===== config.mk =====
export PLATFORM = sky130hd
export DESIGN_NAME = sensor_frame_receiver
export DESIGN_NICKNAME = d
export VERILOG_FILES = /design/src/rtl/core/sfr_pkg.sv /design/src/rtl/core/sensor_frame_receiver.sv
export SDC_FILE = /design/constraint.sdc
export NUM_CORES = 1
export LEC_CHECK = 0
export BUFFER_PORTS_ARGS = -buffer_cell sky130_fd_sc_hd__buf_4
export CORE_MARGIN = 2
export CORE_UTILIZATION = 55
export CTS_CLUSTER_DIAMETER = 60
export DETAILED_ROUTE_END_ITERATION = 12
export GPL_TIMING_DRIVEN = 1
export MAX_ROUTING_LAYER = met4
export PLACE_DENSITY = 0.72
export SKIP_LAST_GASP = 1
export SYNTH_ARGS = -nofsm -noshare
export SYNTH_HDL_FRONTEND = slang
export SYNTH_SLANG_ARGS = --single-unit

===== constraint.sdc =====
create_clock -name clk -period 4.4 [get_ports clk]
set_input_delay 0.22 -clock clk [delete_from_list [all_inputs] [get_ports clk]]
set_output_delay 0.22 -clock clk [all_outputs]
set_load 0.02 [all_outputs]

===== src/rtl/core/sfr_pkg.sv =====
// sfr_pkg: constants for the sensor frame receiver
// header/end byte codes and default frame geometry; no dependencies

package sfr_pkg;

    localparam int FRAME_LENGTH_DEF = 24;
    localparam int PAYLOAD_MAX      = 20;
    localparam int IDX_W            = 5;
    localparam int BYTE_W           = 8;

    localparam logic [BYTE_W-1:0] HDR_BYTE = 8'hAA;
    localparam logic [BYTE_W-1:0] END_BYTE = 8'hFF;

    localparam logic ST_GOOD = 1'b0;
    localparam logic ST_BAD  = 1'b1;

endpackage


===== src/rtl/core/sensor_frame_receiver.sv =====
// sensor_frame_receiver: fixed-length frame sync receiver with payload replay
// depends on sfr_pkg for header/end codes and frame geometry
//
//  channel | direction | handshake          | payload
//  --------+-----------+--------------------+--------------------------------------
//  in      | input     | in_valid/in_ready  | rx_byte
//  out     | output    | out_valid/out_ready| status, payload_byte, payload_index, last
//
// bytes are accepted back to back while in_ready is high; the frame store is written in the accept cycle
// a good frame then gives one payload result per cycle from the single read
// port of the frame store, a bad end byte gives one status result
// no byte is taken while results of a frame are pending; out stalls hold the run
// reset clears count, header state and the output side; the store is not cleared

module sensor_frame_receiver #(
    parameter int FRAME_LENGTH = sfr_pkg::FRAME_LENGTH_DEF
) (
    input  logic                        clk,
    input  logic                        rst_n,
    input  logic                        in_valid,
    output logic                        in_ready,
    input  logic [sfr_pkg::BYTE_W-1:0]  rx_byte,
    output logic                        out_valid,
    input  logic                        out_ready,
    output logic                        status,
    output logic [sfr_pkg::BYTE_W-1:0]  payload_byte,
    output logic [sfr_pkg::IDX_W-1:0]   payload_index,
    output logic                        last
);
    import sfr_pkg::*;

    localparam int AW = $clog2(FRAME_LENGTH);
    localparam int PAYLOAD_LEN = (FRAME_LENGTH - 4 > PAYLOAD_MAX) ? PAYLOAD_MAX
                                                                  : FRAME_LENGTH - 4;
    localparam logic [IDX_W-1:0] LAST_IDX = IDX_W'(PAYLOAD_LEN - 1);
    localparam logic [AW-1:0]    PAY_BASE = AW'(2);
    localparam logic [AW:0]      FL_CNT   = (AW+1)'(FRAME_LENGTH);

    typedef enum logic {S_IN, S_OUT} state_t;

    state_t              state_reg, state_next;
    logic [AW-1:0]       cnt_reg, cnt_next;
    logic                first_hdr_reg, first_hdr_next;
    logic                bad_reg, bad_next;
    logic [IDX_W-1:0]    idx_reg, idx_next;
    logic [BYTE_W-1:0]   rd_data_reg;
    logic [AW-1:0]       rd_addr;
    logic [AW:0]         cnt_inc;
    logic                in_fire, out_fire, is_last;

    logic [BYTE_W-1:0]   frame_mem [FRAME_LENGTH];

    assign in_ready  = (state_reg == S_IN);
    assign out_valid = (state_reg == S_OUT);
    assign in_fire   = in_valid && in_ready;
    assign out_fire  = out_valid && out_ready;
    assign is_last   = bad_reg || (idx_reg == LAST_IDX);
    assign cnt_inc   = {1'b0, cnt_reg} + (AW+1)'(1);

    assign status        = bad_reg;
    assign payload_byte  = bad_reg ? '0 : rd_data_reg;
    assign payload_index = bad_reg ? '0 : idx_reg;
    assign last          = is_last;

    always_comb
    begin
        state_next     = state_reg;
        cnt_next       = cnt_reg;
        first_hdr_next = first_hdr_reg;
        bad_next       = bad_reg;
        idx_next       = idx_reg;
        case (state_reg)
            S_IN:
            begin
                idx_next = '0;
                if (in_fire)
                begin
                    if (cnt_reg == '0)
                    begin
                        first_hdr_next = (rx_byte == HDR_BYTE);
                        cnt_next       = AW'(1);
                    end
                    else if (cnt_reg == AW'(1))
                    begin
                        // second byte decides header, resync or discard
                        if (!first_hdr_reg && rx_byte == HDR_BYTE)
                        begin
                            first_hdr_next = 1'b1;
                            cnt_next       = AW'(1);
                        end
                        else if (first_hdr_reg && rx_byte == HDR_BYTE)
                        begin
                            cnt_next = AW'(2);
                        end
                        else
                        begin
                            cnt_next = '0;
                        end
                    end
                    else if (cnt_inc == FL_CNT)
                    begin
                        cnt_next   = '0;
                        bad_next   = (rx_byte != END_BYTE);
                        state_next = S_OUT;
                    end
                    else
                    begin
                        cnt_next = cnt_inc[AW-1:0];
                    end
                end
            end
            S_OUT:
            begin
                if (out_fire)
                begin
                    if (is_last)
                    begin
                        idx_next   = '0;
                        state_next = S_IN;
                    end
                    else
                    begin
                        idx_next = idx_reg + IDX_W'(1);
                    end
                end
            end
            default:
            begin
                state_next = S_IN;
            end
        endcase
    end

    // read one ahead so the next payload byte is ready after each transaction
    assign rd_addr = PAY_BASE + AW'(idx_next);

    always_ff @(posedge clk or negedge rst_n)
    begin
        if (!rst_n)
        begin
            state_reg     <= S_IN;
            cnt_reg       <= '0;
            first_hdr_reg <= 1'b0;
            bad_reg       <= 1'b0;
            idx_reg       <= '0;
        end
        else
        begin
            state_reg     <= state_next;
            cnt_reg       <= cnt_next;
            first_hdr_reg <= first_hdr_next;
            bad_reg       <= bad_next;
            idx_reg       <= idx_next;
        end
    end

    always_ff @(posedge clk)
    begin
        if (in_fire)
        begin
            frame_mem[cnt_reg] <= rx_byte;
        end
        rd_data_reg <= frame_mem[rd_addr];
    end

    a_no_overlap: assert property (@(posedge clk) disable iff (!rst_n)
        !(in_ready && out_valid))
        else $error("input and output sides active together");

    a_cnt_range: assert property (@(posedge clk) disable iff (!rst_n)
        ({1'b0, cnt_reg} < FL_CNT))
        else $error("byte count reached frame length");

    a_run_end: assert property (@(posedge clk) disable iff (!rst_n)
        (out_valid && out_ready && last) |=> (in_ready && cnt_reg == '0))
        else $error("frame did not restart after last result");

    a_idx_step: assert property (@(posedge clk) disable iff (!rst_n)
        (out_valid && out_ready && !last) |=>
            (out_valid && !status && idx_reg == $past(idx_reg) + IDX_W'(1)))
        else $error("payload index did not advance");

endmodule


==> results.md, run 1 <==
- Status: finished, final reports clean
- Worst-Margin Slew: 1213 ps
- Hpwl dp: 14770 um
- Fin crit period: 3522 ps
- Seq/Total Area, Yosys: 67.43%
- Top cells by area, synth: edfxtp_1, dfrtp_1, mux2i_1
- Io pins: 29
- Avg Cell Area, Syn: 13.65 um^2
- GP Congestion: 0.9352
- Die width: 133.8 um
- Period utilization: 80.04%
- Reg2reg path depth: 11
- RR Endpoint: rd_data_reg[5]
- PortBufs: 28
- CP required: 4770 ps
- Leak: 3.572 nW
- Main synth FF type: edfxtp_1
- Post-CTS Resized: 0
- H-tree Lvls: 1
- Final Hold Fails: 0
- Die area: 0.01791 mm^2
- Largest net degree at the start of global routing: 47
- Cell Rows: 47
- Share of flip-flops with an asynchronous set or reset: 6.103%
- Peak Freq: 0.2840 GHz
- Hold path depth: 3
- Warnings, synthesis: 0
- Synth Register Bits: 213
- Max reg flops: 192
- Setup CP Type: reg2reg
- Worst min-delay path class: in2reg
- Share of the synthesized area in the top cell type: 62.19%
- # DRC: 0
- Number of CTS-inserted buffers: 23
- DR vias: 6124
- Crit-path max FO: 46
- Mapped Nets: 697
- Max Cap Viol: 0
- Synthesized area: 0.009270 mm^2
- Hold Crit Start: in_valid
- Sum Neg Setup Slack: 0 ps
- CTS root buf: clkbuf_16
- RR Startpoint: status
- Number of flops mapped to enable cells by yosys: 192
- Initial core utilization: 56.10%
- # nets final: 718
- Worst slew margin: 18.42%
- Final Skew: 15.66 ps
- Die H: 133.8 um
- Via/cell ratio: 6.550
- DRT iter0 DRCs: 735
- First-pass GRT wire length: 35630 um
- Final Non-Filler Cells: 935
- Largest area contributor in the netlist: edfxtp_1
- Total grt overflow: 0
- Post-CTS Hold Buffers: 1
- CTS tree: built
- Clock Latency Late Sink: 510 ps
- Setup slack, reg-to-reg: 880 ps
- Pwr dens: 467.9 mW/mm^2
- Worst Setup End Kind: register
- Reg clk slew, reported paths: 60 ps
- Worst Setup Start Kind: register
- CTS sink cnt: 213
- Hold Path Sink: cnt_reg[4]
- Cells after synthesis: 679
- Post-route ant nets: 0
- Ant. Diodes: 0
- Vias in the first global route: 5944
- Detailed-route wire length: 23770 um
- Initial antenna violation count: 0
- Setup bufs post-CTS: 0
- Area grow syn2layout: 12.86%
- CP arrival: 3890 ps
- Drt pass-1 iters: 6
- Final setup viols: 0
- Global Route Usage Sum: 27.57%
- Netlist cell types: 63
- Max VDD drop: 0.0003068 V
- Slew Limit Fails: 0
- Placed cells: 894
- RSZ-0062 raised after global routing: no
- Drt wl/cell: 25.42 um
- Layout cells sized above 1: 13.71%
- Core area: 0.01652 mm^2
- Maximum clock insertion buffer count: 3
-- synth_stat cells, types with 9 or more instances --
cell      number
o22ai_1       26
clkbuf_1      35
nand2_1       43
edfxtp_1     192
and3_1        10
mux2i_1       22
nand3_1       29
nand2b_1      13
a211o_1       14
o21ai_0       35
mux2_2         9
nor2_1        32
dfrtp_1       13
nor2b_1       16
a32oi_1       23
a21oi_1       27
-- report_power, final --
part	internal [mW]	switching [mW]
Combinational	0.137	0.329
Clock	1.22	0.770
Sequential	2.36	0.0735
-- cell families (layout without fill, tap and decap cells) --
logic type	after synthesis	in the layout	share of synthesized area, %
AO/OA/AOI/OAI	184	184	14.04
XOR/XNOR	5	5	0.7560
adder cells (fa/ha/maj)	6	6	0.8098
buffers and inverters	55	91	2.524
flip-flops	213	213	67.43
multiplexers	39	39	4.481
AND/OR/NAND/NOR	177	177	9.961
-- worst max path at each step --
stage | from | end | depth (start not counted)
finish | status | rd_data_reg[5] | 11
global route | status | rd_data_reg[5] | 11
CTS | status | rd_data_reg[5] | 11
detailed placement | status | rd_data_reg[5] | 11
global placement | status | rd_data_reg[4] | 11
floorplan | idx_reg[0] | rd_data_reg[1] | 13
-- critical path, stage by stage (launching register included) --
cell      delay, ps
dfrtp_1         860
inv_1           210
nand2_1         170
o22ai_1          90
and2_1          190
ha_1            300
buf_4           420
nand3_1         370
a32oi_1         320
a211oi_1        120
a32oi_1         230
mux2i_1         100
-- layer usage --
| layer | share of wire, % | track usage (%) | up-vias | wire length, um |
|---|---|---|---|---|
| met5 | 0 | - | - | 0 |
| met4 | 3.0 | 7.861 | 0 | 717 |
| met3 | 8.1 | 3.855 | 52 | 1916 |
| met2 | 49 | 44.70 | 296 | 11590 |
| met1 | 40 | 36.94 | 3066 | 9543 |
| li1 | - | - | 2710 | - |
-- stage by stage --
| step | setup WS (ps) | power, mW | util [%] | instance area [um^2] | hold slack [ps] |
|---|---|---|---|---|---|
| 3_3_place_gp | 1248 | 2.919 | 58.51 | 9668 | 78.97 |
| 4_1_cts | 958.2 | 4.900 | 63.31 | 10460 | 68.83 |
| 2_1_floorplan | 881.3 | 2.739 | - | 9270 | -75.59 |
| 6_report | 878.3 | 4.896 | 63.31 | 10460 | 77.22 |
| 3_5_place_dp | 1030 | 2.937 | 58.51 | 9668 | 88.24 |
| 5_1_grt | 726.4 | 5.038 | 63.31 | 10460 | 93.96 |
-- cells in the final DEF, fill, tap and decap left out, drive strengths merged, types with 5 or more instances in the layout --
cell type and count:
and3 10, o221ai 5, a32o 8, nor2 32, a211o 14, o22ai 26
nand2b 13, dfxtp 8, edfxtp 192, a32oi 23, ha 6, clkbuf 26
a2111o 7, mux2 17, clkinv 6, nor2b 16, nor3 8, mux2i 22
inv 9, o22a 8, o21ai 42, a211oi 7, nand3 29, nand2 43
a21oi 28, dfrtp 13, buf 41, and2 5
-- cell type report --
class,count,area (um^2)
Clock inverter,14,177.7
Multi-Input combinational cell,411,2800
Tap cell,220,275.3
Inverter,9,33.78
Timing Repair Buffer,42,317.8
Clock buffer,26,606.8
Fill cell,1243,6062
Sequential cell,213,6251
(Power assumes the default switching activity.)
==> run 2: changes to the inputs <==
--- a/config.mk
+++ b/config.mk
@@ -12,7 +12,7 @@
 export DETAILED_ROUTE_END_ITERATION = 12
 export GPL_TIMING_DRIVEN = 1
 export MAX_ROUTING_LAYER = met4
-export PLACE_DENSITY = 0.72
+export PLACE_DENSITY = 0.75
 export SKIP_LAST_GASP = 1
 export SYNTH_ARGS = -nofsm -noshare
 export SYNTH_HDL_FRONTEND = slang
==> constraint.sdc (replaced) <==
create_clock -name clk -period 3.1 [get_ports clk]
set_input_delay 0.155 -clock clk [delete_from_list [all_inputs] [get_ports clk]]
set_output_delay 0.155 -clock clk [all_outputs]
set_load 0.02 [all_outputs]
==> run 2 against run 1 <==
Power grew 35%. Sequential power grew 42%. Register-to-register slack lost 710 ps. Final area is essentially flat.
==> results.md, run 2 (same netlist as run 1, synthesis figures left out) <==
- Status: finished, final reports clean
- Max incr delay on CP: 490 ps
- CTS root buf: clkbuf_16
- Hpwl dp: 14750 um
- Final Non-Filler Cells: 942
- Die H: 133.8 um
- Placed cells: 904
- Drt wl/cell: 24.44 um
- Number of CTS-inserted buffers: 21
- Period utilization: 94.65%
- GP Congestion: 1.018
- Post-Place Cell Area: 0.009756 mm^2
- Via/cell ratio: 6.610
- Initial core utilization: 56.10%
- Most common cell after layout, fill and taps aside: edfxtp_1
- Largest net degree at the start of global routing: 47
- Vias in the first global route: 6154
- Leak: 3.575 nW
- CTS tree: built
- Worst-Margin Slew: 1148 ps
- Post-route ant nets: 0
- Total grt overflow: 0
- Fill cells: 1173
- Final core utilization: 63.30%
- Worst slew margin: 23.08%
- Commonest non-fill, non-tap cells in the layout: edfxtp_1, buf_4, nand2_1, o21ai_0, nor2_1
- Worst Setup End Kind: register
- Logic pwr share: 10.0%
- RSZ-0062 raised after global routing: yes
- Internal Pwr Total: 5.053 mW
- RR Startpoint: idx_reg[0]
- CP startpoint: idx_reg[0]
- First-pass GRT wire length: 35150 um
- Multi-input logic area: 0.002828 mm^2
- Maximum clock insertion buffer count: 3
- CTS sink cnt: 213
- PortBufs: 28
- Max VDD drop: 0.0004881 V
- Fin crit period: 2934 ps
- Switching part of the total: 23.78%
- Worst min-delay path class: in2reg
- Initial antenna violation count: 0
- Setup bufs post-CTS: 0
- Worst Setup Start Kind: register
- Peak Freq: 0.3408 GHz
- Clock Latency Late Sink: 510 ps
- Reg clk slew, reported paths: 60 ps
- Pwr dens: 633.8 mW/mm^2
- CP arrival: 3310 ps
- Slowest CP cell: or4_4
- Final setup viols: 0
- Setup CP Type: reg2reg
- Hold Crit Start: in_valid
- Hold WS: 9.480 ps
- Switching pwr: 1.577 mW
- Register area: 0.006251 mm^2
- DRT iter0 DRCs: 827
- Cell Rows: 47
- Clock power share: 37.9%
- Slew Limit Fails: 0
- Worst path cell trace: ha_1 -> nand4bb_1 -> nand2_2 -> o22ai_1 -> and2_1 -> ha_4 -> nand3_1 -> or4_4 -> a32oi_1 -> a211oi_1 -> a32oi_1 -> mux2i_1
- Post-route cell area: 0.01046 mm^2
- Max Cap Viol: 0
- DR vias: 6227
- Area grow syn2layout: 12.84%
- Max reg flops: 192
- CP required: 3480 ps
- Die width: 133.8 um
- Layout cells sized above 1: 14.27%
- Die area: 0.01791 mm^2
- Crit-path max FO: 7
- Core area: 0.01652 mm^2
- Detailed-route wire length: 23020 um
- Seq pwr share: 52.1%
- Global Route Usage Sum: 26.84%
- Io pins: 29
- Crit-path most repeated cell: a32oi_1
- # DRC: 0
- Drt pass-1 iters: 6
- Final Hold Fails: 0
- # nets final: 726
- Final Skew: 16.21 ps
- H-tree Lvls: 1
- Ant. Diodes: 0
-- run 2: stage by stage --
step / setup slack (ps) / total power [mW] / TNS [ps]
3_3_place_gp: 170.1 / 4.128 / 0
3_5_place_dp: -50.56 / 4.152 / -50.56
2_1_floorplan: 2.311 / 3.887 / 0
4_1_cts: 27.43 / 6.625 / 0
5_1_grt: -2.788 / 6.813 / -2.788
6_report: 165.9 / 6.630 / 0
-- run 2: path summary, 6_finish.rpt --
kind / to / slack, ps / cells past startpoint
setup / recovery: rd_data_reg[6] / 170 / 12
hold / removal: cnt_reg[3] / 9 / 3
setup reg to reg: rd_data_reg[6] / 170 / 12
hold reg to reg: first_hdr_reg / 590 / 2
max in group asynchronous: idx_reg[2] / 2900 / 2
min in group asynchronous: cnt_reg[1] / 30 / 2
-- run 2: layout make-up --
| class | instances | area share (%) |
|---|---|---|
| clock buffers | 28 | 5.275 |
| repair buffers | 52 | 3.828 |
| clock inverters | 9 | 1.148 |
| well taps | 220 | 2.632 |
| flip-flops and latches | 213 | 59.76 |
| multi-input cells | 411 | 27.03 |
| inverters | 9 | 0.3230 |
-- run 2: power by group through the flow --
stage	logic (mW)	registers, mW	clock network (mW)
floorplan	0.424	3.46	0
global placement	0.622	3.51	0
detailed placement	0.639	3.51	0
CTS	0.642	3.45	2.53
global route	0.705	3.47	2.63
finish	0.664	3.46	2.51
-- run 2: critical path, delay by kind of cell, from the launching register on --
family	cells	cell delay, ps
and+or+nand+nor	5	1150
DFF	1	350
AOI/OAI and AO/OA	4	680
muxes	1	100
adders and majority gates	2	530
-- run 2: timing repair --
action,in CTS,in global routing
endpoints found under the hold margin,13,0
pin swaps,0,0
setup endpoints to repair,5,8
resized for setup,1,5
hold buffers,1,0
-- run 2: routing by layer --
layer | GRT usage (%) | wire [um] | vias to the layer above | part of all wire, %
li1 | - | - | 2735 | -
met1 | 34.48 | 8991 | 3073 | 39
met2 | 43.13 | 11310 | 353 | 49
met3 | 4.119 | 1900 | 66 | 8.3
met4 | 11.23 | 820 | 0 | 3.6
met5 | - | 0 | - | 0
